[src/sv/rdx_pkg.sv]
package rdx_pkg;

    localparam int DEF_INT_BITS  = 32;
    localparam int DEF_FRAC_BITS = 16;

    localparam int CFG_W  = 5;
    localparam int CHAR_W = 7;

    // register indexes
    localparam logic REG_BASE = 1'b0;
    localparam logic REG_PREC = 1'b1;

    localparam logic [CFG_W-1:0] BASE_RESET = 5'd10;
    localparam logic [CFG_W-1:0] PREC_RESET = 5'd2;
    localparam logic [CFG_W-1:0] BASE_MIN   = 5'd2;
    localparam logic [CFG_W-1:0] BASE_MAX   = 5'd16;
    localparam logic [CFG_W-1:0] PREC_MAX   = 5'd16;

    localparam logic [3:0] DEC_TEN = 4'd10;

    localparam logic [CHAR_W-1:0] CHAR_ZERO  = 7'h30;
    localparam logic [CHAR_W-1:0] CHAR_NINE  = 7'h39;
    localparam logic [CHAR_W-1:0] CHAR_A     = 7'h41;
    localparam logic [CHAR_W-1:0] CHAR_F     = 7'h46;
    localparam logic [CHAR_W-1:0] CHAR_COMMA = 7'h2C;
    localparam logic [CHAR_W-1:0] CHAR_MINUS = 7'h2D;

    typedef enum logic [2:0] {
        S_IDLE,
        S_SIGN,
        S_ZERO,
        S_DIV,
        S_INT_OUT,
        S_COMMA,
        S_FRAC
    } t_state;

    function automatic logic [CHAR_W-1:0] digit_char(input logic [3:0] d);
        logic [CHAR_W-1:0] c;
        if (d < DEC_TEN) begin
            c = CHAR_ZERO + CHAR_W'(d);
        end else begin
            c = CHAR_A + CHAR_W'(d - DEC_TEN);
        end
        return c;
    endfunction

endpackage

[src/sv/rdx_in_if.sv]
interface rdx_in_if import rdx_pkg::*; #(
    parameter int VALUE_W = DEF_INT_BITS + DEF_FRAC_BITS
) ();
    logic                      valid;
    logic                      ready;
    logic signed [VALUE_W-1:0] value;

    modport source (output valid, output value, input ready);
    modport sink   (input valid, input value, output ready);
endinterface

[src/sv/rdx_out_if.sv]
interface rdx_out_if import rdx_pkg::*; ();
    logic              valid;
    logic              ready;
    logic [CHAR_W-1:0] char_code;
    logic              last;

    modport source (output valid, output char_code, output last, input ready);
    modport sink   (input valid, input char_code, input last, output ready);
endinterface

[src/sv/rdx_div_step.sv]
// One long-division step: remainder and next nibble of the dividend in,
// quotient nibble and new remainder out. Remainder stays below the base.
module rdx_div_step import rdx_pkg::*; (
    input  logic [3:0]       i_rem,
    input  logic [3:0]       i_nib,
    input  logic [CFG_W-1:0] i_base,
    output logic [3:0]       o_quo,
    output logic [3:0]       o_rem
);

    logic [8:0] w_t;
    logic [3:0] w_q;

    always_comb begin
        w_t = {1'b0, i_rem, i_nib};
        w_q = '0;
        for (int k = 3; k >= 0; k--) begin
            if (w_t >= (9'(i_base) << k)) begin
                w_t    = w_t - (9'(i_base) << k);
                w_q[k] = 1'b1;
            end
        end
    end

    assign o_quo = w_q;
    assign o_rem = w_t[3:0];

endmodule

[src/sv/fixed_to_radix_digits.sv]
// Renders one signed fixed-point value (INT_BITS integer bits, FRAC_BITS
// fraction bits) as ASCII text in base 2..16, one character per output item,
// with last set on the final one: optional '-', integer digits most
// significant first (or a single '0'), then ',' and up to 'precision'
// truncated fraction digits when the fraction is nonzero. Integer digits come
// from one shared divide unit that consumes one dividend nibble per cycle, so
// each integer digit takes a pass over all ceil(INT_BITS/4) dividend nibbles
// (8 for Q32.16); every character then leaves through the output register,
// fraction digits using one multiply by the base each. The input is not
// ready until the last character has been loaded into the output register.
module fixed_to_radix_digits import rdx_pkg::*; #(
    parameter int INT_BITS  = DEF_INT_BITS,
    parameter int FRAC_BITS = DEF_FRAC_BITS
) (
    input  logic             i_clk,
    input  logic             i_rst_n,
    input  logic             i_cfg_we,
    input  logic             i_cfg_idx,
    input  logic [CFG_W-1:0] i_cfg_data,
    rdx_in_if.sink           i_in_ch,
    rdx_out_if.source        o_out_ch
);

    localparam int VW  = INT_BITS + FRAC_BITS;
    localparam int NIB = (INT_BITS + 3) / 4;
    localparam int QW  = NIB * 4;
    localparam int SCW = $clog2(NIB);
    localparam int NCW = $clog2(INT_BITS + 1);
    localparam int AW  = $clog2(INT_BITS);
    localparam int PW  = FRAC_BITS + CFG_W;

    t_state r_state, n_state;

    logic [CFG_W-1:0]     r_base, r_prec;
    logic [CFG_W-1:0]     r_b, r_p, r_fcnt;
    logic [QW-1:0]        r_quot;
    logic [3:0]           r_rem;
    logic [SCW-1:0]       r_scnt;
    logic [NCW-1:0]       r_nd;
    logic [FRAC_BITS-1:0] r_frac;
    logic [3:0]           r_buf [INT_BITS];

    logic              r_out_valid;
    logic [CHAR_W-1:0] r_out_char;
    logic              r_out_last;

    logic [VW-1:0]        w_value, w_mag;
    logic                 w_neg;
    logic [INT_BITS-1:0]  w_ipart;
    logic [FRAC_BITS-1:0] w_fpart;
    logic [CFG_W-1:0]     w_b_sat, w_p_sat;
    logic                 w_in_acc;

    logic [3:0]           w_quo, w_rem_next;
    logic [QW-1:0]        w_quot_next;
    logic                 w_div_last;

    logic [NCW-1:0]       w_nd_m1;
    logic [3:0]           w_rd_digit;
    logic [PW-1:0]        w_prod;
    logic [3:0]           w_fdigit;
    logic [FRAC_BITS-1:0] w_frac_next;
    logic                 w_frac_end;

    logic              w_slot, w_emit, w_last;
    logic [CHAR_W-1:0] w_char;

    // input side
    assign w_value  = VW'(i_in_ch.value);
    assign w_neg    = w_value[VW-1];
    assign w_mag    = w_neg ? (~w_value + VW'(1)) : w_value;
    assign w_ipart  = w_mag[VW-1:FRAC_BITS];
    assign w_fpart  = w_mag[FRAC_BITS-1:0];
    assign w_in_acc = i_in_ch.valid && (r_state == S_IDLE);
    assign i_in_ch.ready = (r_state == S_IDLE);

    assign w_b_sat = (r_base < BASE_MIN) ? BASE_MIN :
                     (r_base > BASE_MAX) ? BASE_MAX : r_base;
    assign w_p_sat = (r_prec > PREC_MAX) ? PREC_MAX : r_prec;

    // shared divide unit, one dividend nibble per cycle from the top
    rdx_div_step u_div (
        .i_rem  (r_rem),
        .i_nib  (r_quot[QW-1 -: 4]),
        .i_base (r_b),
        .o_quo  (w_quo),
        .o_rem  (w_rem_next)
    );

    assign w_quot_next = {r_quot[QW-5:0], w_quo};
    assign w_div_last  = (r_scnt == SCW'(NIB - 1));

    assign w_nd_m1    = r_nd - NCW'(1);
    assign w_rd_digit = r_buf[w_nd_m1[AW-1:0]];

    assign w_prod      = PW'(r_frac) * PW'(r_b);
    assign w_fdigit    = w_prod[FRAC_BITS+3:FRAC_BITS];
    assign w_frac_next = w_prod[FRAC_BITS-1:0];
    assign w_frac_end  = (w_frac_next == '0) || ((r_fcnt + CFG_W'(1)) == r_p);

    assign w_slot = !r_out_valid || o_out_ch.ready;

    // character selection
    always_comb begin
        w_emit = 1'b0;
        w_char = CHAR_ZERO;
        w_last = 1'b0;
        unique case (r_state)
            S_SIGN: begin
                w_emit = w_slot;
                w_char = CHAR_MINUS;
            end
            S_ZERO: begin
                w_emit = w_slot;
                w_char = CHAR_ZERO;
                w_last = (r_frac == '0);
            end
            S_INT_OUT: begin
                w_emit = w_slot;
                w_char = digit_char(w_rd_digit);
                w_last = (r_nd == NCW'(1)) && (r_frac == '0);
            end
            S_COMMA: begin
                w_emit = w_slot;
                w_char = CHAR_COMMA;
                w_last = (r_p == '0);
            end
            S_FRAC: begin
                w_emit = w_slot;
                w_char = digit_char(w_fdigit);
                w_last = w_frac_end;
            end
            default: begin
                w_emit = 1'b0;
            end
        endcase
    end

    // next state
    always_comb begin
        n_state = r_state;
        unique case (r_state)
            S_IDLE: begin
                if (w_in_acc) begin
                    if (w_neg)              n_state = S_SIGN;
                    else if (w_ipart == '0) n_state = S_ZERO;
                    else                    n_state = S_DIV;
                end
            end
            S_SIGN: begin
                if (w_emit) n_state = (r_quot == '0) ? S_ZERO : S_DIV;
            end
            S_ZERO: begin
                if (w_emit) n_state = (r_frac != '0) ? S_COMMA : S_IDLE;
            end
            S_DIV: begin
                if (w_div_last && (w_quot_next == '0)) n_state = S_INT_OUT;
            end
            S_INT_OUT: begin
                if (w_emit && (r_nd == NCW'(1))) begin
                    n_state = (r_frac != '0) ? S_COMMA : S_IDLE;
                end
            end
            S_COMMA: begin
                if (w_emit) n_state = (r_p == '0) ? S_IDLE : S_FRAC;
            end
            S_FRAC: begin
                if (w_emit && w_frac_end) n_state = S_IDLE;
            end
            default: n_state = S_IDLE;
        endcase
    end

    always_ff @(posedge i_clk) begin
        if (!i_rst_n) begin
            r_state     <= S_IDLE;
            r_out_valid <= 1'b0;
            r_base      <= BASE_RESET;
            r_prec      <= PREC_RESET;
        end else begin
            r_state <= n_state;
            if (w_emit)              r_out_valid <= 1'b1;
            else if (o_out_ch.ready) r_out_valid <= 1'b0;
            if (i_cfg_we) begin
                if (i_cfg_idx == REG_BASE) r_base <= i_cfg_data;
                else                       r_prec <= i_cfg_data;
            end
        end
    end

    // datapath
    always_ff @(posedge i_clk) begin
        if (w_emit) begin
            r_out_char <= w_char;
            r_out_last <= w_last;
        end
        if (w_in_acc) begin
            r_quot <= QW'(w_ipart);
            r_frac <= w_fpart;
            r_b    <= w_b_sat;
            r_p    <= w_p_sat;
            r_rem  <= '0;
            r_scnt <= '0;
            r_nd   <= '0;
        end else begin
            unique case (r_state)
                S_DIV: begin
                    r_quot <= w_quot_next;
                    if (w_div_last) begin
                        r_buf[r_nd[AW-1:0]] <= w_rem_next;
                        r_nd   <= r_nd + NCW'(1);
                        r_rem  <= '0;
                        r_scnt <= '0;
                    end else begin
                        r_rem  <= w_rem_next;
                        r_scnt <= r_scnt + SCW'(1);
                    end
                end
                S_INT_OUT: begin
                    if (w_emit) r_nd <= w_nd_m1;
                end
                S_COMMA: begin
                    if (w_emit) r_fcnt <= '0;
                end
                S_FRAC: begin
                    if (w_emit) begin
                        r_frac <= w_frac_next;
                        r_fcnt <= r_fcnt + CFG_W'(1);
                    end
                end
                default: begin
                end
            endcase
        end
    end

    assign o_out_ch.valid     = r_out_valid;
    assign o_out_ch.char_code = r_out_char;
    assign o_out_ch.last      = r_out_last;

endmodule

[src/flat_wrapper.sv]
// flat-port wrapper written by rule: the top's interface ports become plain ports
module fixed_to_radix_digits_flat import rdx_pkg::*;
#(
    parameter int INT_BITS  = DEF_INT_BITS,
    parameter int FRAC_BITS = DEF_FRAC_BITS
)
  (i_clk, i_rst_n, i_cfg_we, i_cfg_idx, i_cfg_data, i_in_ch_valid, i_in_ch_value, i_in_ch_ready, o_out_ch_valid, o_out_ch_char_code, o_out_ch_last, o_out_ch_ready);
  rdx_in_if #(.VALUE_W((DEF_INT_BITS + DEF_FRAC_BITS))) i_in_ch_i ();
  rdx_out_if o_out_ch_i ();
  input  logic i_clk;
  input  logic i_rst_n;
  input  logic i_cfg_we;
  input  logic i_cfg_idx;
  input  logic [CFG_W-1:0] i_cfg_data;
  input wire logic [$bits(i_in_ch_i.valid)-1:0] i_in_ch_valid;
  input wire logic [$bits(i_in_ch_i.value)-1:0] i_in_ch_value;
  output wire logic [$bits(i_in_ch_i.ready)-1:0] i_in_ch_ready;
  output wire logic [$bits(o_out_ch_i.valid)-1:0] o_out_ch_valid;
  output wire logic [$bits(o_out_ch_i.char_code)-1:0] o_out_ch_char_code;
  output wire logic [$bits(o_out_ch_i.last)-1:0] o_out_ch_last;
  input wire logic [$bits(o_out_ch_i.ready)-1:0] o_out_ch_ready;
  assign i_in_ch_i.valid = i_in_ch_valid;
  assign i_in_ch_i.value = i_in_ch_value;
  assign i_in_ch_ready = i_in_ch_i.ready;
  assign o_out_ch_valid = o_out_ch_i.valid;
  assign o_out_ch_char_code = o_out_ch_i.char_code;
  assign o_out_ch_last = o_out_ch_i.last;
  assign o_out_ch_i.ready = o_out_ch_ready;
  fixed_to_radix_digits #(.INT_BITS(INT_BITS), .FRAC_BITS(FRAC_BITS)) u_core (.i_clk(i_clk), .i_rst_n(i_rst_n), .i_cfg_we(i_cfg_we), .i_cfg_idx(i_cfg_idx), .i_cfg_data(i_cfg_data), .i_in_ch(i_in_ch_i), .o_out_ch(o_out_ch_i));
endmodule
[config.mk]
export PLATFORM = sky130hd
export DESIGN_NAME = fixed_to_radix_digits_flat
export DESIGN_NICKNAME = d
export VERILOG_FILES = /design/src/sv/rdx_pkg.sv /design/src/sv/rdx_in_if.sv /design/src/sv/rdx_out_if.sv /design/src/sv/rdx_div_step.sv /design/src/sv/fixed_to_radix_digits.sv /design/src/flat_wrapper.sv
export SDC_FILE = /design/constraint.sdc
export NUM_CORES = 1
export LEC_CHECK = 0
export BUFFER_PORTS_ARGS = -buffer_cell sky130_fd_sc_hd__buf_2
export CORE_MARGIN = 10
export CORE_UTILIZATION = 60
export CTS_CLUSTER_SIZE = 30
export DETAILED_ROUTE_END_ITERATION = 8
export GPL_ROUTABILITY_DRIVEN = 1
export PLACE_DENSITY_LB_ADDON = 0.1
export SLEW_MARGIN = 0
export SYNTH_ARGS = -nofsm -noshare
export SYNTH_HDL_FRONTEND = slang
export SYNTH_SLANG_ARGS = --single-unit
[constraint.sdc]
create_clock -name i_clk -period 15 [get_ports i_clk]
set_clock_uncertainty 0.15 [all_clocks]
set_input_delay 3 -clock i_clk [delete_from_list [all_inputs] [get_ports i_clk]]
set_output_delay 3 -clock i_clk [all_outputs]
set_load 0.1 [all_outputs]
Word level (Yosys, flattened, before mapping). Memory sizes are Yosys's and may differ from the RTL's. Index checks and enable logic that the tools add are counted.

$mul: 1. Equal/unequal tests: 19. Order comparisons: 9. Muxes and demuxes: 47. Reductions and logical operators: 30. Bitwise logic cells: 3. Add/subtract/negate cells: 15.

Operator list (count): 32-bit zero test (3); 32-bit 2-to-1 mux (2); 48-bit by 1-bit adder with 48-bit output (second input constant) (1); 16-bit 2-to-1 mux (3); 48-bit 2-to-1 mux (1); 48-bit inverter (1); 3-bit 2-to-1 mux (11); 16-bit zero test (2); 7-bit one-hot mux with 4 select lines (1); 9-bit 2-to-1 mux (3); 3-bit one-hot mux with 7 select lines (1); 16-bit by 5-bit multiplier with 20-bit output (1); 2-bit by 1-bit inequality test with 1-bit output (second input constant) (10); 16-bit nonzero test (1); 5-bit 2-to-1 mux (3); 6-bit by 4-bit adder with 7-bit output (first input constant) (2); 7-bit adder (first input constant) (2); 7-bit 2-to-1 mux (2); 1-bit 2-to-1 mux (13); 3-bit == test (second input constant) (4); 6-bit 2-to-1 mux (2); 6-bit one-hot mux with 2 select lines (1); 2-bit nonzero test (6); 5-bit > comparator (second input constant) (2); 34 further kinds (46).

RAM bits: 128. Bits in registers: 98. Memories kept: 1. Word-level logic and storage cells: 140.

Memory list: u_core.r_buf (words 32, width 4, read ports 1, clocked after Yosys merged registers in 0, write ports 1, line fixed_to_radix_digits.sv:41) `logic [3:0] r_buf [INT_BITS];`.

Longest topological paths before layout. Gate-level depths: netlist of run 1.

Depth in word-level cells: 12. Mapped depth: 41. Gate-level depth less buffers: 39.

By module. From an unflattened synthesis of run 1, not the netlist that was laid out.

Cell total of the unflattened synthesis: 1431. Area, all modules: 15180.8 um^2.

By module, submodules not included: fixed_to_radix_digits (instances 1, area an instance 13860.8 um^2, cells each 1268); rdx_div_step (instances 1, area an instance 1320.0 um^2, cells each 163).

Worst setup path after synthesis of run 1. No wires, ideal clock.

Kind: register -> register. From: reg u_core.r_b[4]. To: mem u_core.r_buf[0][0], data pin. Buffers on the path: 4. Setup slack: 6.600 ns. Stages on the path, launching flop included: 38. Data required time: 14.458 ns. Setup time: 0.392 ns. Period minus slack after synthesis: 8.400 ns. Arrival: 7.858 ns. Path through: edfxtp_1 -> clkbuf_1 -> clkbuf_1 -> inv_1 -> ha_1 -> and4bb_2 -> a21o_1 -> nand2b_1 -> clkbuf_1 -> o21ai_0 -> inv_1 -> ha_1 -> nor2b_1 -> o31ai_1 -> a21oi_1 -> nor2_1 -> nand2_1 -> buf_2 -> [... 2 more ...] -> nor2b_1 -> o311ai_0 -> nand2_1 -> nor2b_1 -> a32oi_1 -> nand2_1 -> nand2b_1 -> o21ai_0 -> inv_1 -> ha_1 -> a21o_1 -> a21oi_1 -> nor2b_1 -> o21ai_0 -> o211ai_1 -> a21oi_1 -> o211ai_2 -> mux2i_1.

Longest elaborated chain between the ends: 8. Elaborated cells on any way between the ends: 12.

RTL lines: start: declaration (line fixed_to_radix_digits.sv:35) `logic [CFG_W-1:0] r_b, r_p, r_fcnt;`; start signal: assignment (line fixed_to_radix_digits.sv:200) `r_b <= w_b_sat;`; 8-bit by 8-bit subtractor with 9-bit output or 8-bit >= comparator (tied branches) (line rdx_div_step.sv:19, rdx_div_step.sv:18); 9-bit 2-to-1 mux (line rdx_div_step.sv:18) `if (w_t >= (9'(i_base) << k)) begin`; 9-bit by 7-bit subtractor with 9-bit output or 9-bit by 7-bit >= comparator with 1-bit output (tied branches) (line rdx_div_step.sv:19, rdx_div_step.sv:18); 9-bit 2-to-1 mux (line rdx_div_step.sv:18); 9-bit by 6-bit subtractor with 9-bit output or 9-bit by 6-bit >= comparator with 1-bit output (tied branches) (line rdx_div_step.sv:19, rdx_div_step.sv:18); 9-bit 2-to-1 mux (line rdx_div_step.sv:18); 9-bit by 5-bit >= comparator with 1-bit output or 4-bit subtractor (tied branches) (line rdx_div_step.sv:18, rdx_div_step.sv:19); 4-bit 2-to-1 mux * (line rdx_div_step.sv:18); via u_core.u_div.o_rem[0] (line rdx_div_step.sv:8) `output logic [3:0] o_rem`; end: declaration (line fixed_to_radix_digits.sv:41).

Mark *: on every way through the listed nets, which the timed path passes. The rest lies on a longest branch.

Worst setup path in the final report of run 1.
From: reg u_core.r_b[0]. To: mem u_core.r_buf[31][2], data pin.

The elaborated chain is that of the path after synthesis.

==> summary.txt, run 1 <==
Synth
  – Dominant register cell in the synthesized netlist: sky130_fd_sc_hd__edfxtp_1
  – Fraction of synthesized area in multiplexers: 8.11%
  – Count of distinct cell types in the synthesized netlist: 89
  – Number of cells produced by synthesis: 1,383
  – Sequential area share after synthesis: 43.7%
  – Fraction of the mapped netlist area in compound gates: 10.9%
  – Synthesized net count: 1,550
  – Warning count from the yosys run: 0
  – Mapped Avg Cell Area: 10.8 um^2
  – Fraction of the mapped netlist area in adder cells: 11.3%
  – Area share of xor/xnor cells in the synthesized design: 5.52%
  – Number of enable-type register cells in the synthesized netlist: 199
  – Share of synthesized registers carrying an async set or reset: 0%
  – Mapped Area: 14,900 um^2
  – Flop and latch count out of synthesis: 226
  – Area fraction in and, or, nand and nor cells after synthesis: 16.7%
  – Combinational family with the most area after synthesis: simple AND/OR/NAND/NOR gates

Hold path
  – Min-delay src: u_core.r_prec[2]
  – Worst hold path cell count: 2
  – Class of the tightest hold or removal check: flip-flop to flip-flop
  – WHS Endpoint: u_core.r_prec[2]

Layout
  – Area growth from synthesis to final layout: 9.46%
  – Final Net Count: 1,599
  – Footprint of the multi-input gates: 7850 um^2
  – Leading cell type in the layout, fill and taps excluded: sky130_fd_sc_hd__edfxtp_1
  – Layout cell share with drive strength beyond 1: 13.7%
  – Most used cells in the layout excluding fill and tap cells: 199 x sky130_fd_sc_hd__edfxtp_1, 168 x sky130_fd_sc_hd__nand2_1, 110 x sky130_fd_sc_hd__nor2_1, 81 x sky130_fd_sc_hd__o21ai_0, 74 x sky130_fd_sc_hd__inv_1
  – Count of filler cells inserted in the layout: 1,912
  – Register area: 6520 um^2

CTS
  – Inserted Clock Buffers: 24
  – CTS tree: done
  – Number of sinks driven by the clock tree: 226
  – Clock transition at the registers of the reported paths: 0.06 ns
  – H-Tree Level Count: 1
  – Number of buffers inserted for hold repair after clock tree synthesis: 0
  – Largest buffer count on any clock path: 3
  – Worst skew pair latency: 0.55 ns
  – CTS root buffer: sky130_fd_sc_hd__clkbuf_16
  – Number of cells upsized or downsized after cts: 0
  – Post CTS Setup Buffer Count: 0

STA
  – Final-layout setup total negative slack: 0 ns
  – Final Max Tran Viols: 0
  – Number of hold violations in the final report: 0
  – Maximum clock rate: 108 MHz
  – Worst-Margin Slew: 1.02 ns
  – Period utilisation layout: 61.6%
  – Post-route minimum period: 9.24 ns
  – Final setup violation count: 0
  – Relative max-transition margin: 31.8%
  – Unrepaired setup endpoints after global routing: false

Floorplan
  – Initial standard-cell utilization of the core: 61.2%
  – Standard cell core area: 24,400 um^2
  – Horizontal die dimension: 178 um
  – Ports: 69
  – Number of placement rows: 57
  – Die Outline Area: 31,600 um^2
  – Vertical extent of the die: 178 um

Routing
  – Violation count after the first detailed-routing iteration: 1,163
  – Count of nets left with antenna violations after detail routing: 0
  – Residual DRC count: 0
  – Final wirelength: 35.7 mm
  – Routed via count divided by cell count: 6.14
  – Number of detailed-routing iterations run before antenna repair: 6
  – Total via count after detailed routing: 10,906
  – Wire length per cell: 20.1 um

Critical path
  – Setup crit end kind: flip-flop
  – Slowest cell on crit path: sky130_fd_sc_hd__edfxtp_1
  – R2R depth: 34
  – Worst reg2reg startpoint: u_core.r_b[0]
  – Maximum single-stage delay on the critical path: 0.78 ns
  – Critical path type: flip-flop to flip-flop
  – Worst Path Arrival: 9.36 ns
  – Maximum net fanout on the critical path: 33
  – R2R Path End: u_core.r_buf[31][2]
  – Worst Path Required: 15.11 ns
  – Nature of the critical path startpoint: flip-flop
  – Worst reg-to-reg setup slack: 5.76 ns

Placement
  – I/O Buffers: 68
  – Half-perimeter wire length after detailed placement: 26.3 mm
  – Routability Congestion: 0.906

Run status
  – Status: complete, no violations

Global route
  – Global-route wire length before repair: 57.1 mm
  – Via count of the first global-routing pass: 10,753
  – Congestion Overflow GR: 0
  – Antenna violations before repair: 1
  – Maximum number of pins on one net before global-route repair: 76
  – Global-route total usage across every layer: 22.6%

Flow run
  – Max capacitance violation total: 0
==> metal layers <==
layer | track usage [%] | routed length [um] | share of wire, %
met5 | 0 | 0 | 0
met4 | 5.80 | 852 | 2.4
met1 | 29.9 | 15000 | 42
met3 | 4.95 | 2830 | 7.9
met2 | 37.0 | 17000 | 48
==> cell families after synthesis <==
group / after synthesis
AOI/OAI and AO/OA: 253
xor gates and xnor gates: 94
adders and majority gates: 108
buffers and inverters: 131
DFF: 226
muxes: 69
and+or+nand+nor: 502
==> state kept, by name (all words and copies together), names as in the netlist <==
signal / flops
u_core.r_frac: 16
u_core.o_out_ch.last: 1
u_core.r_fcnt: 5
u_core.r_state: 3
u_core.o_out_ch.char_code: 7
u_core.o_out_ch.valid: 1
u_core.r_buf: 128
u_core.r_prec: 5
u_core.r_scnt: 3
u_core.r_rem: 4
u_core.r_nd: 6
u_core.r_base: 5
u_core.r_quot: 32
u_core.r_p: 5
u_core.r_b: 5
==> worst max-delay path, delay by kind of cell, from the launching register on <==
kind	cells	cell delay [ns]
muxes	1	0.66
DFF	1	0.78
adders and majority gates	5	1.58
buffers and inverters	3	0.23
and+or+nand+nor	11	1.76
AOI/OAI and AO/OA	14	3.76
==> stage by stage <==
stage | hold slack (ns) | std cells | util (%) | setup slack (ns) | cell area (um^2)
floorplan | 0.280 | 1383 | - | 6.60 | 14900
global placement | 0.301 | 1730 | 63.5 | 5.98 | 15500
detailed placement | 0.308 | 1730 | 63.5 | 5.91 | 15500
CTS | 0.317 | 1774 | 67.0 | 5.85 | 16300
global route | 0.324 | 1774 | 67.0 | 4.79 | 16300
finish | 0.313 | 1775 | 67.0 | 5.76 | 16300
==> worst max path at each step <==
| stage | endpoint | slack, ns | cells past startpoint | start |
|---|---|---|---|---|
| finish | u_core.r_buf[31][2] | 5.76 | 34 | u_core.r_b[0] |
| floorplan | u_core.r_buf[0][0] | 6.60 | 37 | u_core.r_b[4] |
| detailed placement | u_core.r_buf[21][3] | 5.91 | 34 | u_core.r_b[0] |
| global route | u_core.r_rem[3] | 4.79 | 34 | u_core.r_b[3] |
| global placement | u_core.r_rem[2] | 5.98 | 35 | u_core.r_b[0] |
| CTS | u_core.r_buf[3][3] | 5.85 | 34 | u_core.r_b[0] |
==> synth_stat cells, types with 4 or more instances <==
| cell type | count | area share (%) |
|---|---|---|
| sky130_fd_sc_hd__mux2_2 | 6 | 0.45 |
| sky130_fd_sc_hd__o211ai_1 | 6 | 0.30 |
| sky130_fd_sc_hd__nor3_1 | 21 | 0.70 |
| sky130_fd_sc_hd__dfxtp_1 | 27 | 3.6 |
| sky130_fd_sc_hd__nor3b_1 | 5 | 0.25 |
| sky130_fd_sc_hd__nor4_1 | 21 | 0.88 |
| sky130_fd_sc_hd__ha_1 | 63 | 5.3 |
| sky130_fd_sc_hd__clkbuf_1 | 41 | 1.0 |
| sky130_fd_sc_hd__edfxtp_1 | 199 | 40 |
| sky130_fd_sc_hd__fa_1 | 45 | 6.0 |
| sky130_fd_sc_hd__inv_1 | 74 | 1.9 |
| sky130_fd_sc_hd__nand3b_1 | 10 | 0.50 |
| sky130_fd_sc_hd__or4_1 | 7 | 0.35 |
| sky130_fd_sc_hd__a32oi_1 | 4 | 0.23 |
| sky130_fd_sc_hd__o41ai_1 | 10 | 0.59 |
| sky130_fd_sc_hd__a22o_1 | 8 | 0.47 |
| sky130_fd_sc_hd__o31ai_1 | 13 | 0.65 |
| sky130_fd_sc_hd__nand2_1 | 169 | 4.3 |
| sky130_fd_sc_hd__a31oi_1 | 9 | 0.38 |
| sky130_fd_sc_hd__o21bai_1 | 4 | 0.20 |
| sky130_fd_sc_hd__mux4_2 | 37 | 5.6 |
| sky130_fd_sc_hd__nor2b_1 | 16 | 0.67 |
| sky130_fd_sc_hd__a21oi_1 | 59 | 2.0 |
| sky130_fd_sc_hd__or3_1 | 10 | 0.42 |
| sky130_fd_sc_hd__mux2i_1 | 23 | 1.5 |
| sky130_fd_sc_hd__a21o_1 | 8 | 0.40 |
| sky130_fd_sc_hd__nand3_1 | 27 | 0.91 |
| sky130_fd_sc_hd__nand4_1 | 11 | 0.46 |
| sky130_fd_sc_hd__and2_1 | 41 | 1.7 |
| sky130_fd_sc_hd__xnor2_1 | 39 | 2.3 |
| sky130_fd_sc_hd__o22ai_1 | 5 | 0.21 |
| sky130_fd_sc_hd__xor2_1 | 55 | 3.2 |
| sky130_fd_sc_hd__a21boi_0 | 4 | 0.20 |
| sky130_fd_sc_hd__nand2b_1 | 13 | 0.54 |
| sky130_fd_sc_hd__and3_1 | 11 | 0.46 |
| sky130_fd_sc_hd__a211oi_1 | 4 | 0.20 |
| sky130_fd_sc_hd__o21ai_0 | 82 | 2.7 |
| sky130_fd_sc_hd__or2_2 | 7 | 0.29 |
| sky130_fd_sc_hd__nor2_1 | 110 | 2.8 |
==> cell type report <==
class | instances | share of cell area (%)
antenna | 1 | 0.0153
clock buffer | 28 | 3.77
clock inverter | 16 | 1.49
inverter | 75 | 1.72
multi-input combinational | 1026 | 48.0
sequential | 226 | 39.9
tap | 324 | 2.48
timing repair buffer | 79 | 2.59
Power of run 1 is not shown: default switching activity piles up to over one toggle a cycle in this logic, so the estimate is an artifact.
==> run 2: changes to the inputs <==
- ABC_AREA: unset -> 1
- CORE_UTILIZATION: 60 -> 57
- clock period: 15 -> 8.3 ns (I/O delays scaled with it)
==> run 2 against run 1 <==
Die area increased by 8.1%. Synthesized cell count increased by 39%. Global-route usage increased by 2.8 points. Non-clock buffer count increased by 11. First-iteration DRC count decreased by 2.0%. Synthesized area increased by 3.7%. Via count increased by 23%. Register-to-register slack got worse by 5.0 ns. Routed wire length increased by 24%. Final area increased by 4.4%. Largest cell class unchanged. Highest routed layer is now met5.
==> summary.txt, run 2 <==
Global route
  – Global routing's busiest layer: met2 (unchanged)
  – Via count of the first global-routing pass: 12,839 (was 10,753)
  – Global-route total usage across every layer: 25.4% (was 22.6%)
  – Antenna violations before repair: 4 (was 1)
  – Global-route met1 utilization: 33.8% (was 29.9%)
  – Maximum number of pins on one net before global-route repair: 70 (was 76)
  – Met3 usage in global routing: 3.72% (was 4.95%)
  – Congestion Overflow GR: 0 (unchanged)
  – Global-route wire length before repair: 68.9 mm (was 57.1 mm)
  – Met2 Resource Use GR: 42.6% (was 37.0%)

Placement
  – I/O Buffers: 68 (unchanged)
  – Routability Congestion: 0.921 (was 0.906)
  – Half-perimeter wire length after detailed placement: 33.2 mm (was 26.3 mm)

Critical path
  – Critical path type: flip-flop to flip-flop (unchanged)
  – Maximum net fanout on the critical path: 16 (was 33)
  – Nature of the critical path startpoint: flip-flop (unchanged)
  – Slowest cell on crit path: sky130_fd_sc_hd__fa_1 (was sky130_fd_sc_hd__edfxtp_1)
  – Maximum single-stage delay on the critical path: 0.43 ns (was 0.78 ns)
  – Setup crit end kind: flip-flop (unchanged)
  – Worst Path Required: 8.43 ns (was 15.11 ns)
  – Worst Path Arrival: 7.70 ns (was 9.36 ns)
  – Crit-path most repeated cell: sky130_fd_sc_hd__a21oi_1

Synth
  – Flop and latch count out of synthesis: 226 (unchanged)
  – Most used standard cells in the synthesized netlist: 484 x sky130_fd_sc_hd__nand2_1, 265 x sky130_fd_sc_hd__nor2_1, 229 x sky130_fd_sc_hd__inv_1, 199 x sky130_fd_sc_hd__edfxtp_1, 127 x sky130_fd_sc_hd__o21ai_0 (was 199 x sky130_fd_sc_hd__edfxtp_1, 169 x sky130_fd_sc_hd__nand2_1, 110 x sky130_fd_sc_hd__nor2_1, 82 x sky130_fd_sc_hd__o21ai_0, 74 x sky130_fd_sc_hd__inv_1)
  – Leading cell types by total area after synthesis: sky130_fd_sc_hd__edfxtp_1 39%, sky130_fd_sc_hd__nand2_1 12%, sky130_fd_sc_hd__nor2_1 6.4% (was sky130_fd_sc_hd__edfxtp_1 40%, sky130_fd_sc_hd__fa_1 6.0%, sky130_fd_sc_hd__mux4_2 5.6%)
  – Mapped Area: 15,500 um^2 (was 14,900 um^2)
  – Sequential area share after synthesis: 42.1% (was 43.7%)
  – Synthesized net count: 2,088 (was 1,550)
  – Share of synthesized registers carrying an async set or reset: 0% (unchanged)
  – Library cell with the highest instance count after synthesis: sky130_fd_sc_hd__nand2_1 (was sky130_fd_sc_hd__edfxtp_1)
  – Warning count from the yosys run: 0 (unchanged)
  – Number of enable-type register cells in the synthesized netlist: 199 (unchanged)
  – Count of distinct cell types in the synthesized netlist: 60 (was 89)
  – Share of the synthesized area in the top cell type: 38.6% (was 40.0%)
  – Mapped Avg Cell Area: 8.06 um^2 (was 10.8 um^2)
  – Dominant register cell in the synthesized netlist: sky130_fd_sc_hd__edfxtp_1 (unchanged)
  – Number of cells produced by synthesis: 1,921 (was 1,383)
  – Post-synth top area cell: sky130_fd_sc_hd__edfxtp_1 (unchanged)

CTS
  – CTS root buffer: sky130_fd_sc_hd__clkbuf_16 (unchanged)
  – Inserted Clock Buffers: 26 (was 24)
  – Number of sinks driven by the clock tree: 226 (unchanged)
  – Clock transition at the registers of the reported paths: 0.06 ns (about the same)
  – Largest buffer count on any clock path: 3 (unchanged)
  – Number of buffers inserted for hold repair after clock tree synthesis: 0 (unchanged)
  – Worst skew pair latency: 0.55 ns (about the same)
  – CTS tree: done (unchanged)
  – H-Tree Level Count: 1 (unchanged)

STA
  – Unrepaired setup endpoints after global routing: false (unchanged)
  – Period utilisation layout: 91.2% (was 61.6%)
  – Number of hold violations in the final report: 0 (unchanged)
  – Relative max-transition margin: 31.1% (was 31.8%)
  – Maximum clock rate: 132 MHz (was 108 MHz)
  – Final Max Tran Viols: 0 (unchanged)
  – Post-route minimum period: 7.57 ns (was 9.24 ns)
  – Worst-Margin Slew: 1.03 ns (was 1.02 ns)
  – Final-layout setup total negative slack: 0 ns (unchanged)
  – Final setup violation count: 0 (unchanged)

Floorplan
  – Number of placement rows: 60 (was 57)
  – Standard cell core area: 26,800 um^2 (was 24,400 um^2)
  – Horizontal die dimension: 185 um (was 178 um)
  – Initial standard-cell utilization of the core: 57.7% (was 61.2%)
  – Vertical extent of the die: 185 um (was 178 um)
  – Ports: 69 (unchanged)
  – Die Outline Area: 34,100 um^2 (was 31,600 um^2)

Layout
  – Count of filler cells inserted in the layout: 2,369 (was 1,912)
  – Footprint of the multi-input gates: 7860 um^2 (was 7850 um^2)
  – Leading cell type in the layout, fill and taps excluded: sky130_fd_sc_hd__nand2_1 (was sky130_fd_sc_hd__edfxtp_1)
  – Register area: 6520 um^2 (unchanged)
  – Layout cell share with drive strength beyond 1: 8.94% (was 13.7%)
  – Final Net Count: 2,153 (was 1,599)
  – Area growth from synthesis to final layout: 10.2% (was 9.46%)
  – Most used cells in the layout excluding fill and tap cells: 483 x sky130_fd_sc_hd__nand2_1, 265 x sky130_fd_sc_hd__nor2_1, 224 x sky130_fd_sc_hd__inv_1, 199 x sky130_fd_sc_hd__edfxtp_1, 126 x sky130_fd_sc_hd__o21ai_0 (was 199 x sky130_fd_sc_hd__edfxtp_1, 168 x sky130_fd_sc_hd__nand2_1, 110 x sky130_fd_sc_hd__nor2_1, 81 x sky130_fd_sc_hd__o21ai_0, 74 x sky130_fd_sc_hd__inv_1)
  – Largest register FFs: 128 (unchanged)

Run status
  – Status: complete, no violations (unchanged)

Routing
  – Residual DRC count: 0 (unchanged)
  – Wire length per cell: 18.9 um (was 20.1 um)
  – Routed via count divided by cell count: 5.70 (was 6.14)
  – Violation count after the first detailed-routing iteration: 1,140 (was 1,163)
  – Number of detailed-routing iterations run before antenna repair: 5 (was 6)
  – Final wirelength: 44.2 mm (was 35.7 mm)
  – Total via count after detailed routing: 13,366 (was 10,906)
  – Count of nets left with antenna violations after detail routing: 0 (unchanged)

Flow run
  – Max capacitance violation total: 0 (unchanged)

Hold path
  – Class of the tightest hold or removal check: flip-flop to flip-flop (unchanged)
-- run 2: cell types whose count changed in the layout (fill, tap and decap cells not counted), moves of 20 or more --
cell and delta:
sky130_fd_sc_hd__and2_1 -39, sky130_fd_sc_hd__o21ai_0 +45, sky130_fd_sc_hd__inv_1 +150, sky130_fd_sc_hd__mux4_2 -37, sky130_fd_sc_hd__nand3_1 +90, sky130_fd_sc_hd__nor2_1 +155
sky130_fd_sc_hd__xnor2_1 -20, sky130_fd_sc_hd__nand2_1 +315
-- run 2: final timing paths --
| check | endpoint | slack, ns | start | depth (start not counted) |
|---|---|---|---|---|
| hold / removal | u_core.r_p[4] | 0.29 | u_core.r_prec[4] | 0 |
| setup reg to reg | u_core.r_buf[21][2] | 0.73 | u_core.r_quot[31] | 43 |
| setup / recovery | u_core.r_buf[21][2] | 0.73 | u_core.r_quot[31] | 43 |
| hold reg to reg | u_core.r_p[4] | 0.29 | u_core.r_prec[4] | 0 |
-- run 2: cell families (layout without fill, tap and decap cells) --
group           count (synthesis)  count (layout)  share of synthesized area [%]
compound gates                289             289                           10.8
fa+ha+maj                     108             108                           10.9
simple gates                  943             943                           25.4
flops                         226             226                           42.1
buf+inv                       295             377                           7.24
xor+xnor                       57              57                           3.32
mux                             3               3                          0.194
other cells                     0               1                              0
-- run 2: critical path: cells and delay by family, from the launching register on --
kind            cells  cell delay [ns]
buf+inv             8             0.96
fa+ha+maj           5             1.55
simple gates       18             2.12
flops               1             0.38
compound gates     12             2.15
-- run 2: per-stage QoR --
stage               setup WS, ns  cell area [um^2]  std cells  hold slack [ns]  util [%]
floorplan                   1.40             15500       1921            0.293         -
global placement           0.789             16100       2285            0.271      60.1
detailed placement         0.678             16100       2285            0.273      60.1
CTS                        0.668             16900       2330            0.287      63.1
global route             0.00786             17100       2345            0.314      63.6
finish                     0.732             17100       2345            0.290      63.6
-- run 2: final cells by class --
class / count / area share, %
tap: 341 / 2.50
inverter: 238 / 5.34
antenna: 1 / 0.0147
clock inverter: 11 / 0.704
timing repair inverter: 4 / 0.176
timing repair buffer: 90 / 2.96
sequential: 226 / 38.2
clock buffer: 34 / 3.99
multi-input combinational: 1400 / 46.1
-- run 2: layer usage --
layer  vias to the layer above  routed length (um)  share of wire, %
met3                        81                2710               6.1
li1                       6509                   -                 -
met5                         -                  13             0.029
met1                      6330               19400                44
met2                       444               20800                47
met4                         2                1230               2.8
-- run 2: timing repair --
item	in CTS	in global routing
endpoints found under the hold margin	0	0
setup buffers	0	10
setup endpoints to repair	0	128
gates resized for setup	0	13
Power of run 2 is left out for the same reason.
==> run 3: changes to the inputs <==
- SYNTH_HIERARCHICAL: unset -> 1
- TNS_END_PERCENT: unset -> 30
==> run 3 against run 2 <==
Hold slack better by 0.0083 ns. Register-to-register slack about the same. Synthesized cell count is 3.5% higher. Core utilization decreased by 0.87 points. Final area rose by 2.0%. First-iteration DRC count shrank 2.3%. Count of clock-buffer cells in the layout increased by 4. Synthesized area increased by 3.0%. Sequential share of layout area fell by 0.74 points. Critical path type unchanged. Highest routed layer unchanged.
==> summary.txt, run 3 <==
Routing
  – Residual DRC count: 0 (unchanged)
  – Count of nets left with antenna violations after detail routing: 0 (unchanged)
  – Total via count after detailed routing: 13,375 (was 13,366)
  – Routed via count divided by cell count: 5.49 (was 5.70)
  – Number of detailed-routing iterations run before antenna repair: 6 (was 5)
  – Final wirelength: 41.3 mm (was 44.2 mm)
  – Wire length per cell: 16.9 um (was 18.9 um)
  – Violation count after the first detailed-routing iteration: 1,114 (was 1,140)

Hold path
  – Min-delay src: u_core/r_nd[5] (was u_core.r_prec[4])
  – Worst hold path cell count: 1 (was 0)
  – WHS Endpoint: u_core/r_nd[5] (was u_core.r_p[4])
  – Class of the tightest hold or removal check: flip-flop to flip-flop (unchanged)

Critical path
  – R2R Path End: u_core/r_buf[0][1] (was u_core.r_buf[21][2])
  – Maximum single-stage delay on the critical path: 0.41 ns (was 0.43 ns)
  – Slowest cell on crit path: sky130_fd_sc_hd__nand2_1 (was sky130_fd_sc_hd__fa_1)
  – Worst Path Arrival: 7.67 ns (was 7.70 ns)
  – Maximum net fanout on the critical path: 20 (was 16)
  – Worst reg2reg startpoint: u_core/r_b[0] (was u_core.r_quot[31])
  – Critical path type: flip-flop to flip-flop (unchanged)
  – Crit-path most repeated cell: sky130_fd_sc_hd__nand2_1 (was sky130_fd_sc_hd__a21oi_1)
  – Worst reg-to-reg setup slack: 0.74 ns (was 0.73 ns)
  – Setup crit end kind: flip-flop (unchanged)
  – Worst Path Required: 8.41 ns (was 8.43 ns)
  – Nature of the critical path startpoint: flip-flop (unchanged)
  – R2R depth: 40 (was 43)

Placement
  – Number of cells in the design after placement: 2,390 (was 2,285)
  – Routability Congestion: 0.915 (was 0.921)
  – Cell Area, Placed: 16,600 um^2 (was 16,100 um^2)
  – Half-perimeter wire length after detailed placement: 31.2 mm (was 33.2 mm)
  – I/O Buffers: 68 (unchanged)

Synth
  – Library cell with the highest instance count after synthesis: sky130_fd_sc_hd__nand2_1 (unchanged)
  – Area share of xor/xnor cells in the synthesized design: 2.96% (was 3.32%)
  – Mapped Avg Cell Area: 8.02 um^2 (was 8.06 um^2)
  – Number of cells produced by synthesis: 1,988 (was 1,921)
  – Fraction of the mapped netlist area in adder cells: 11.0% (was 10.9%)
  – Share of synthesized registers carrying an async set or reset: 0% (unchanged)
  – Synthesized net count: 2,160 (was 2,088)
  – Most used standard cells in the synthesized netlist: 505 x sky130_fd_sc_hd__nand2_1, 257 x sky130_fd_sc_hd__nor2_1, 255 x sky130_fd_sc_hd__inv_1, 199 x sky130_fd_sc_hd__edfxtp_1, 134 x sky130_fd_sc_hd__o21ai_0 (was 484 x sky130_fd_sc_hd__nand2_1, 265 x sky130_fd_sc_hd__nor2_1, 229 x sky130_fd_sc_hd__inv_1, 199 x sky130_fd_sc_hd__edfxtp_1, 127 x sky130_fd_sc_hd__o21ai_0)
  – Combinational family with the most area after synthesis: simple AND/OR/NAND/NOR gates (unchanged)
  – Post-synth top area cell: sky130_fd_sc_hd__edfxtp_1 (unchanged)
  – Number of enable-type register cells in the synthesized netlist: 199 (unchanged)
  – Fraction of the mapped netlist area in compound gates: 10.3% (was 10.8%)
  – Sequential area share after synthesis: 40.9% (was 42.1%)
  – Dominant register cell in the synthesized netlist: sky130_fd_sc_hd__edfxtp_1 (unchanged)
  – Mapped Area: 15,900 um^2 (was 15,500 um^2)
  – Flop and latch count out of synthesis: 226 (unchanged)
  – Warning count from the yosys run: 6 (was 0)
  – Area fraction in and, or, nand and nor cells after synthesis: 26.5% (was 25.4%)
  – Leading cell types by total area after synthesis: sky130_fd_sc_hd__edfxtp_1 37%, sky130_fd_sc_hd__nand2_1 12%, sky130_fd_sc_hd__nor2_1 6.1% (was sky130_fd_sc_hd__edfxtp_1 39%, sky130_fd_sc_hd__nand2_1 12%, sky130_fd_sc_hd__nor2_1 6.4%)
  – Share of the synthesized area in the top cell type: 37.5% (was 38.6%)
  – Fraction of synthesized area in multiplexers: 0.330% (was 0.194%)
  – Count of distinct cell types in the synthesized netlist: 60 (unchanged)

CTS
  – CTS tree: done (unchanged)
  – CTS root buffer: sky130_fd_sc_hd__clkbuf_16 (unchanged)
  – Largest buffer count on any clock path: 3 (unchanged)
  – Clock transition at the registers of the reported paths: 0.06 ns (about the same)
  – H-Tree Level Count: 1 (unchanged)
  – Number of cells upsized or downsized after cts: 0 (unchanged)
  – Number of sinks driven by the clock tree: 226 (unchanged)
  – Worst skew pair latency: 0.53 ns (was 0.55 ns)
  – Inserted Clock Buffers: 25 (was 26)

Global route
  – Maximum number of pins on one net before global-route repair: 72 (was 70)
  – Antenna violations before repair: 3 (was 4)
  – Global-route wire length before repair: 66.3 mm (was 68.9 mm)
  – Via count of the first global-routing pass: 12,853 (was 12,839)
  – Global-route total usage across every layer: 23.0% (was 25.4%)
  – Congestion Overflow GR: 0 (unchanged)

Layout
  – Final Net Count: 2,214 (was 2,153)
  – Filler-free cell count of the finished design: 2,438 (was 2,345)
  – Final std cell area, no fill: 17,400 um^2 (was 17,100 um^2)
  – Leading cell type in the layout, fill and taps excluded: sky130_fd_sc_hd__nand2_1 (unchanged)
  – Area growth from synthesis to final layout: 9.12% (was 10.2%)
  – Layout cell share with drive strength beyond 1: 10.2% (was 8.94%)
  – Number of antenna repair diodes: 0 (was 1)
  – Largest register FFs: 128 (unchanged)
  – Most used cells in the layout excluding fill and tap cells: 505 x sky130_fd_sc_hd__nand2_1, 256 x sky130_fd_sc_hd__nor2_1, 255 x sky130_fd_sc_hd__inv_1, 199 x sky130_fd_sc_hd__edfxtp_1, 133 x sky130_fd_sc_hd__o21ai_0 (was 483 x sky130_fd_sc_hd__nand2_1, 265 x sky130_fd_sc_hd__nor2_1, 224 x sky130_fd_sc_hd__inv_1, 199 x sky130_fd_sc_hd__edfxtp_1, 126 x sky130_fd_sc_hd__o21ai_0)

STA
  – Period utilisation layout: 91.1% (was 91.2%)
  – Relative max-transition margin: 22.9% (was 31.1%)
  – Final Max Tran Viols: 0 (unchanged)
  – Number of hold violations in the final report: 0 (unchanged)
  – Post-route minimum period: 7.56 ns (was 7.57 ns)
  – Worst hold slack across all endpoints: 0.298 ns (was 0.290 ns)
  – Maximum clock rate: 132 MHz (about the same)
  – Final-layout setup total negative slack: 0 ns (unchanged)
  – Unrepaired setup endpoints after global routing: false (unchanged)
  – Final setup violation count: 0 (unchanged)
  – Worst-Margin Slew: 1.14 ns (was 1.03 ns)

Floorplan
  – Horizontal die dimension: 187 um (was 185 um)
  – Die Outline Area: 35,000 um^2 (was 34,100 um^2)
  – Standard cell core area: 27,700 um^2 (was 26,800 um^2)
  – Ports: 69 (unchanged)
  – Vertical extent of the die: 187 um (was 185 um)
  – Initial standard-cell utilization of the core: 57.5% (was 57.7%)
  – Number of placement rows: 61 (was 60)

Run status
  – Status: complete, no violations (unchanged)

Flow run
  – Max capacitance violation total: 0 (unchanged)
[run 3: cell types whose count changed after synthesis, moves of 13 or more]
cell	delta
sky130_fd_sc_hd__o22ai_1	-14
sky130_fd_sc_hd__inv_1	+26
sky130_fd_sc_hd__o21ai_1	+13
sky130_fd_sc_hd__nand3_1	-13
sky130_fd_sc_hd__nand2_2	+15
sky130_fd_sc_hd__o221ai_1	-13
sky130_fd_sc_hd__nand2_1	+21
[run 3: cell families (layout without fill, tap and decap cells)]
family / after synthesis / after routing
and+or+nand+nor: 983 / 983
buffers and inverters: 333 / 405
AOI/OAI and AO/OA: 282 / 282
DFF: 226 / 226
adders and majority gates: 113 / 113
xor gates and xnor gates: 47 / 47
muxes: 4 / 4
[run 3: layer usage]
| layer | global-route usage, % | vias up | routed length (um) |
|---|---|---|---|
| met5 | 0 | - | 31 |
| met4 | 5.92 | 4 | 980 |
| met3 | 2.85 | 65 | 2520 |
| met2 | 36.6 | 402 | 18800 |
| met1 | 32.5 | 6286 | 19000 |
| li1 | - | 6618 | - |
[run 3: area by class of cell]
class | count | area [um^2]
clock buffer | 38 | 684
clock inverter | 7 | 71.3
fill | 2545 | 10300
inverter | 275 | 1030
multi-input combinational | 1429 | 8150
sequential | 226 | 6520
tap | 378 | 473
timing repair buffer | 85 | 468
[run 3: metrics by stage]
stage	setup WS [ns]	utilization [%]
global placement	0.966	60.0
detailed placement	0.685	60.0
global route	0.205	62.8
finish	0.739	62.8
CTS	0.637	62.7
floorplan	1.95	-
[run 3: timing repair]
action | 4_1_cts | 5_1_grt
hold buffers | 0 | 0
buffers inserted | 0 | 3
setup endpoints to repair | 0 | 58
[run 3: how the worst max path moves through the flow]
stage,from,end,slack (ns),cells past startpoint
after floorplan,u_core/r_quot[31],u_core/r_rem[1],1.95,42
after global placement,u_core/r_b[3],u_core/r_buf[7][1],0.97,41
after detailed placement,u_core/r_b[4],u_core/r_buf[7][1],0.69,41
after CTS,u_core/r_b[4],u_core/r_buf[4][1],0.64,41
after global routing,u_core/r_b[0],u_core/r_buf[2][1],0.20,42
final,u_core/r_b[0],u_core/r_buf[0][1],0.74,40
[run 3: worst max-delay path: cells and delay by family, from the launching register on]
family          cells  cell delay [ns]
compound gates      9             1.67
fa+ha+maj           5             1.68
buf+inv             7             1.01
flops               1             0.32
simple gates       19             2.44
Power of run 3 is left out for the same reason.
